--- src/rtl/core/indexed_min_heap_decrease_key_assert.svh ---
// Assertion macros used by the heap datapath.
`ifndef INDEXED_MIN_HEAP_DECREASE_KEY_ASSERT_SVH
`define INDEXED_MIN_HEAP_DECREASE_KEY_ASSERT_SVH
`ifndef SYNTHESIS
`define IMH_ASSERT_IMPL(label, clk, rst, ante, cons) \
   label: assert property (@(posedge clk) disable iff (rst) (ante) |-> (cons)) \
      else $error("imh: implication check failed");
`define IMH_ASSERT_NEXT(label, clk, rst, ante, cons) \
   label: assert property (@(posedge clk) disable iff (rst) (ante) |=> (cons)) \
      else $error("imh: next-cycle check failed");
`else
`define IMH_ASSERT_IMPL(label, clk, rst, ante, cons)
`define IMH_ASSERT_NEXT(label, clk, rst, ante, cons)
`endif
`endif

--- src/rtl/core/imh_pkg.sv ---
// Shared types, codes and constants of the indexed min-heap.
package imh_pkg;

   localparam int NODE_COUNT_DEFAULT = 1024;
   localparam int KEY_BITS_DEFAULT   = 32;
   localparam int NODE_FIELD_W       = 10;
   localparam int KEY_FIELD_W        = 32;
   localparam int COUNT_FIELD_W      = 11;

   typedef enum logic [1:0] {
      KIND_PUSH     = 2'd0,
      KIND_POP      = 2'd1,
      KIND_CLEAR    = 2'd2,
      KIND_CONTAINS = 2'd3
   } kind_type;

   typedef enum logic [1:0] {
      STATUS_DONE    = 2'd0,
      STATUS_EMPTY   = 2'd1,
      STATUS_IGNORED = 2'd2
   } status_type;

   typedef struct packed {
      logic [1:0]              kind;
      logic [NODE_FIELD_W-1:0] node_id;
      logic [KEY_FIELD_W-1:0]  key_in;
   } req_type;

   typedef struct packed {
      logic [NODE_FIELD_W-1:0]  node_out;
      logic [KEY_FIELD_W-1:0]   key_out;
      logic                     present;
      logic [1:0]               status;
      logic [COUNT_FIELD_W-1:0] entry_count;
   } rsp_type;

   // Datapath step selected by the controller each cycle.
   typedef enum logic [3:0] {
      OP_NONE,
      OP_WIPE,
      OP_CAPTURE,
      OP_DECODE,
      OP_LOOK,
      OP_CHECK,
      OP_POP1,
      OP_POP2,
      OP_UP,
      OP_UP1,
      OP_DOWN,
      OP_DOWN1,
      OP_DOWN2,
      OP_LOAD
   } op_type;

   typedef struct packed {
      op_type op;
   } cmd_type;

   typedef struct packed {
      kind_type kind;
      logic     in_range;
      logic     empty;
      logic     found;
      logic     smaller;
      logic     last_one;
      logic     at_root;
      logic     no_left;
      logic     child_wins;
      logic     up_wins;
      logic     out_free;
      logic     wipe_last;
   } sts_type;

endpackage

--- src/rtl/core/imh_control.sv ---
// Sequencer that steps the heap datapath through each operation.
module imh_control (
   input  logic             clock,
   input  logic             reset,
   input  logic             req_valid,
   output logic             req_stall,
   input  imh_pkg::sts_type sts,
   output imh_pkg::cmd_type cmd
);
   import imh_pkg::*;

   typedef enum logic [3:0] {
      S_WIPE, S_IDLE, S_DECODE, S_LOOK, S_CHECK, S_POP1, S_POP2,
      S_UP, S_UP1, S_DOWN, S_DOWN1, S_DOWN2, S_RESULT
   } state_type;

   state_type state_ff, state_in;
   logic      req_stall_ff;
   logic      accept;

   assign accept = req_valid && !req_stall_ff;

   // Next state and datapath step.
   always_comb begin
      state_in = state_ff;
      cmd.op   = OP_NONE;
      unique case (state_ff)
         S_WIPE: begin
            cmd.op = OP_WIPE;
            if (sts.wipe_last) state_in = S_IDLE;
         end
         S_IDLE: begin
            if (accept) begin
               cmd.op   = OP_CAPTURE;
               state_in = S_DECODE;
            end
         end
         S_DECODE: begin
            cmd.op = OP_DECODE;
            unique case (sts.kind)
               KIND_POP:   state_in = sts.empty ? S_RESULT : S_POP1;
               KIND_CLEAR: state_in = S_RESULT;
               default:    state_in = sts.in_range ? S_LOOK : S_RESULT;
            endcase
         end
         S_LOOK: begin
            cmd.op   = OP_LOOK;
            state_in = S_CHECK;
         end
         S_CHECK: begin
            cmd.op = OP_CHECK;
            if (sts.kind == KIND_CONTAINS || (sts.found && !sts.smaller)) begin
               state_in = S_RESULT;
            end else begin
               state_in = S_UP;
            end
         end
         S_POP1: begin
            cmd.op   = OP_POP1;
            state_in = sts.last_one ? S_RESULT : S_POP2;
         end
         S_POP2: begin
            cmd.op   = OP_POP2;
            state_in = S_DOWN;
         end
         S_UP: begin
            cmd.op   = OP_UP;
            state_in = sts.at_root ? S_RESULT : S_UP1;
         end
         S_UP1: begin
            cmd.op   = OP_UP1;
            state_in = sts.up_wins ? S_UP : S_RESULT;
         end
         S_DOWN: begin
            cmd.op   = OP_DOWN;
            state_in = sts.no_left ? S_RESULT : S_DOWN1;
         end
         S_DOWN1: begin
            cmd.op   = OP_DOWN1;
            state_in = S_DOWN2;
         end
         S_DOWN2: begin
            cmd.op   = OP_DOWN2;
            state_in = sts.child_wins ? S_DOWN : S_RESULT;
         end
         S_RESULT: begin
            cmd.op = OP_LOAD;
            if (sts.out_free) state_in = S_IDLE;
         end
         default: state_in = S_IDLE;
      endcase
   end

   // State and registered stall.
   always_ff @(posedge clock) begin
      if (reset) begin
         state_ff     <= S_WIPE;
         req_stall_ff <= 1'b1;
      end else begin
         state_ff     <= state_in;
         req_stall_ff <= state_in != S_IDLE;
      end
   end

   assign req_stall = req_stall_ff;

endmodule

--- config.mk ---
export PLATFORM = sky130hd
export DESIGN_NAME = imh_control
export DESIGN_NICKNAME = d
export VERILOG_FILES = /design/src/rtl/core/indexed_min_heap_decrease_key_assert.svh /design/src/rtl/core/imh_pkg.sv /design/src/rtl/core/imh_control.sv
export SDC_FILE = /design/constraint.sdc
export NUM_CORES = 1
export LEC_CHECK = 0
export ABC_AREA = 1
export BUFFER_PORTS_ARGS = -buffer_cell sky130_fd_sc_hd__buf_2
export CAP_MARGIN = 30
export CORE_MARGIN = 2
export CORE_UTILIZATION = 33
export CTS_CLUSTER_DIAMETER = 80
export DETAILED_ROUTE_END_ITERATION = 7
export GPL_TIMING_DRIVEN = 0
export HOLD_SLACK_MARGIN = 0.06
export SYNTH_ARGS = -nofsm -noshare
export SYNTH_HDL_FRONTEND = slang
export SYNTH_SLANG_ARGS = --single-unit
--- constraint.sdc ---
create_clock -name clock -period 4.2 [get_ports clock]
set_clock_uncertainty 0.15 [all_clocks]
set_input_delay 0 -clock clock [delete_from_list [all_inputs] [get_ports clock]]
set_output_delay 0 -clock clock [all_outputs]
set_load 0.01 [all_outputs]
Word level (Yosys, flattened, before mapping)
Cells that the tools add are included.
- add/sub/neg operators: 0
- multipliers: 0
- div/mod/pow operators: 0
- magnitude comparators: 0
- equality and inequality tests: 16
- shift operators: 0
- muxes and demuxes: 15
- bitwise logic cells: 0
- reductions and logical operators: 6
- operators with widths (cell ; count):
    $pmux W4 S13 ; 2
    $mux W4 ; 8
    $eq A4 B4 Y1 const B ; 5
    $eq A4 B3 Y1 const B ; 4
    $mux W3 ; 3
    $eq A4 B2 Y1 const B ; 2
    $pmux W4 S2 ; 1
    $eq A2 B2 Y1 const B ; 2
    $eq A4 B1 Y1 const B ; 1
    $logic_not A4 Y1 ; 1
    $ne A4 B1 Y1 const B ; 1
    $eq A2 B1 Y1 const B ; 1
    $logic_and A1 B1 Y1 ; 2
    $logic_not A1 Y1 ; 2
    $mux W2 ; 1
    $logic_or A1 B1 Y1 ; 1
- register bits: 5
- bits in latches: 0
- memory bits (writable): 0
- memory bits (read-only): 0
- input bits: 16
- output and inout bits: 5
- word-level logic and storage cells: 39
- memories: 0

Logic depth before layout (Yosys ltp)
- depth in word-level cells: 6
- mapped depth: 11

Worst setup path after synthesis
OpenSTA, ideal clock, no wires.
- kind: register to register
- start: reg state_ff[1]
- end: reg req_stall_ff, in the netlist req_stall
- library setup time: 0.114 ns
- arrival time: 1.074 ns
- data required time: 3.936 ns
- setup slack: 2.862 ns
- stages on the path, launching flop included: 9
- path buffers: 0
- cells stage by stage: dfxtp_1 -> nor2_2 -> inv_1 -> nor2_1 -> a21oi_1 -> nand2_1 -> nor2_2 -> nor2_4 -> nand2_1
- longest elaborated chain between the ends: 3
- elaborated cells between the ends (all ways): 18
- ends and longest elaborated chain (what ; line ; source):
    start: declaration ; imh_control.sv:17 ; state_type state_ff, state_in;
    start signal: assignment ; imh_control.sv:100 ; state_ff <= state_in;
    $eq A4 B4 Y1, or another cell as far along ; imh_control.sv:27 ; unique case (state_ff)
    $pmux W4 S13 * ; imh_control.sv:27 ;
    $ne A4 B1 Y1 * ; imh_control.sv:101 ; req_stall_ff <= state_in != S_IDLE;
    end signal: assignment ; imh_control.sv:98 ; req_stall_ff <= 1'b1;
    end signal: assignment ; imh_control.sv:101 ;
    end: declaration ; imh_control.sv:18 ; logic req_stall_ff;
Every way passes the cells marked *; elsewhere a longest branch is shown, timed or not.
A chain may end at the register's enable or synchronous reset.

Final worst setup path
- start: reg state_ff[3]
- end: reg req_stall_ff, in the netlist req_stall
Same word-level chain as after synthesis.

==> impl_metrics.py <==
metrics = {
    "sta": {
        "finalMaxSlewViolations": 0,
        "setup_viol": 0,
        "tns_ns": 0,
        "fmax_mhz": 513,
        "finalCritPeriodShare_pct": 46.4,
        "hold_slack_ns": 0.0685,
        "maxSlewHeadroom_pct": 67.9,
        "hold_violations": 0,
        "tightest_slew_ns": 0.479,
        "rsz0062_at_grt": "no",
        "timing.final.crit_period_ns": 1.95,
    },
    "cells_and_area": {
        "multi_input_comb_area_um2": 458,
        "final_cells": 176,
        "drive_above_1_share_pct": 22.5,
        "num_antenna_cells": 0,
        "nNetsFinal": 171,
        "synthToLayoutAreaGrowth_pct": 30.7,
        "ff_latch_area_um2": 100,
        "fillCellCount": 194,
    },
    "floorplan": {
        "die-area_um2": 2320,
        "num_io_pins": 21,
        "start_util_pct": 36.1,
        "core_um2": 1780,
        "die_x_um": 48.2,
        "rows": 15,
        "fp.dieH_um": 48.2,
    },
    "grt": {
        "grt_pass1_wl_um": 2720,
        "overflow": 0,
        "grt_pass1_vias": 681,
        "grt_usage_pct": 16.4,
        "antenna_found_initial": 0,
        "grt_max_degree": 10,
    },
    "synth": {
        "ys_seq_elements": 5,
        "netlist_area_um2": 644,
        "yosysMostFrequentCell": "nand2_1",
        "synth.distinct_cells": 18,
        "synth_warnings": 0,
        "avgSynthCellArea_um2": 5.24,
        "synth_nets": 142,
        "syn_inst": 123,
        "synth_top_area_share_pct": 22.1,
        "yosys-top-cells-area": "nand2_1 22%, dfxtp_1 16%, inv_1 12%",
        "yosysSeqAreaShare_pct": 15.5,
        "synth_edf_count": 0,
        "synth_common_cells": "38 x nand2_1, 21 x inv_1, 21 x nor2_1, 13 x nand3_1, 6 x nor2_2",
        "synth-main-ff-cell": "dfxtp_1",
        "async_flop_share_pct": 0,
        "synth_largest_area_cell": "nand2_1",
    },
    "worst_setup_path": {
        "timing.rr.start": "state_ff[3]",
        "required_ns": 4.23,
        "crit_start": "state_ff[3]",
        "crit_type": "reg2reg",
        "arrival_ns": 1.98,
        "cp_max_fo": 6,
        "r2r_slack_ns": 2.25,
        "critPathCaptureType": "register",
        "cp-start-kind": "register",
    },
    "clock_tree": {
        "h-tree-depth": 1,
        "cts_made_buffers": 3,
        "cts_tree": "built",
        "cts.sinks": 5,
        "cts_root_buffer": "clkbuf_4",
        "clk_path_buf_depth": 2,
        "clock_latency_ns": 0.24,
        "post_cts_buffers": 0,
        "cts_resized": 0,
        "clkSlewWorstSetupHoldPaths_ns": 0.04,
    },
    "power_and_ir_drop": {
        "powerDensity_nw_per_um2": 503,
        "switching_share_pct": 53.0,
        "seqPwrFrac_pct": 21.6,
        "p_int_w": 0.000199,
        "leakage_nw": 0.534,
        "ir_worst_vdd_uv": 184,
        "power_frac_comb_pct": 65.3,
        "p_switching_w": 0.000224,
        "power_frac_clock_pct": 13.1,
        "p_total_w": 0.000424,
    },
    "detailed_routing": {
        "drt_pass1_iterations": 4,
        "avgRoutedWirePerCell_um": 9.56,
        "drc": 0,
        "via_per_inst": 4.66,
        "postRouteAntennaNets": 0,
        "dr.first_iter.drc_count": 24,
        "routed_wl_um": 1680,
        "routed-via-count": 821,
    },
    "placed_design": {
        "place_inst": 168,
        "gp_congestion": 0.906,
        "hpwl_um": 1400,
        "io_buffers": 20,
    },
    "job": {
        "max_cap_viol_count": 0,
    },
    "outcome": {
        "status": "complete, no violations",
    },
    "hold_path": {
        "hp-class": "in2reg",
        "hp-start": "sts[0]",
    },
}
[path summary, 6_finish.rpt]
path | to | cells after the start
max | req_stall | 9
min | state_ff[0] | 7
max reg2reg | req_stall | 9
min reg2reg | state_ff[1] | 7
[sequential cells by signal, indices dropped and copies added, names as in the netlist]
register   cells
req_stall      1
state_ff       4
[metrics by stage]
step	cell area (um^2)	setup WS, ns	util, %
final	842	2.25	47.2
after global routing	842	2.15	47.2
after CTS	842	2.26	47.2
after detailed placement	776	2.61	43.5
after global placement	776	2.60	43.5
after floorplan	644	2.86	-
[critical path, stage by stage, from the launching register on]
cell and delay [ns]:
dfxtp_1 0.41, inv_1 0.11, nor2_2 0.23, nand3_1 0.14, nand3_1 0.10, dlygate4sd3_1 0.56, nor2_2 0.06, nand2_1 0.06
nor2_1 0.04, nand2_1 0.04
[area by class of cell]
cell class	count	area share [%]
sequential	5	11.9
clock buffer	4	3.12
multi-input combinational	95	54.4
tap	25	3.71
inverter	23	10.3
timing repair buffer	24	16.6
[repair_timing]
action,CTS,global route
endpoints found under the setup margin,0,0
hold buffers,4,0
hold endpoints to repair,5,0
[power groups by stage]
stage	sequential, W	combinational [W]	clock [W]
after CTS	0.0000916	0.000280	0.0000567
after floorplan	0.0000887	0.000203	0
after global routing	0.0000937	0.000312	0.0000611
after detailed placement	0.0000923	0.000275	0
final	0.0000914	0.000277	0.0000555
after global placement	0.0000918	0.000274	0
[cell families (layout without fill, tap and decap cells)]
group / count (synthesis) / count (layout) / synth area share, %
flops: 5 / 5 / 15.5
compound gates: 7 / 7 / 6.02
buf+inv: 23 / 51 / 13.4
fa+ha+maj: 3 / 3 / 5.83
simple gates: 85 / 85 / 59.2
[cell usage in the layout, fill, tap and decap left out]
cell | synthesis | layout
nand2_1 | 38 | 38
inv_1 | 21 | 21
nor2_1 | 21 | 21
buf_2 | 0 | 20
nand3_1 | 13 | 13
nor2_2 | 6 | 6
dfxtp_1 | 5 | 5
dlygate4sd3_1 | 0 | 4
o21ai_0 | 3 | 3
ha_1 | 3 | 3
clkbuf_4 | 0 | 3
inv_2 | 2 | 2
a21oi_1 | 2 | 2
nand3_2 | 2 | 2
o2111ai_1 | 1 | 1
nor3_1 | 1 | 1
o21ai_1 | 1 | 1
nand4_1 | 1 | 1
nand3b_1 | 1 | 1
nor3b_1 | 1 | 1
nor2_4 | 1 | 1
clkbuf_1 | 0 | 1
[routing by layer]
metal / vias up / global-route usage [%] / routed length [um]
met5: - / 0 / 0
met4: 0 / 1.62 / 0
met3: 0 / 4.44 / 113
met2: 32 / 27.6 / 768
met1: 353 / 21.5 / 801
li1: 436 / - / -
Note: power is estimated with default switching activity, not from simulation.
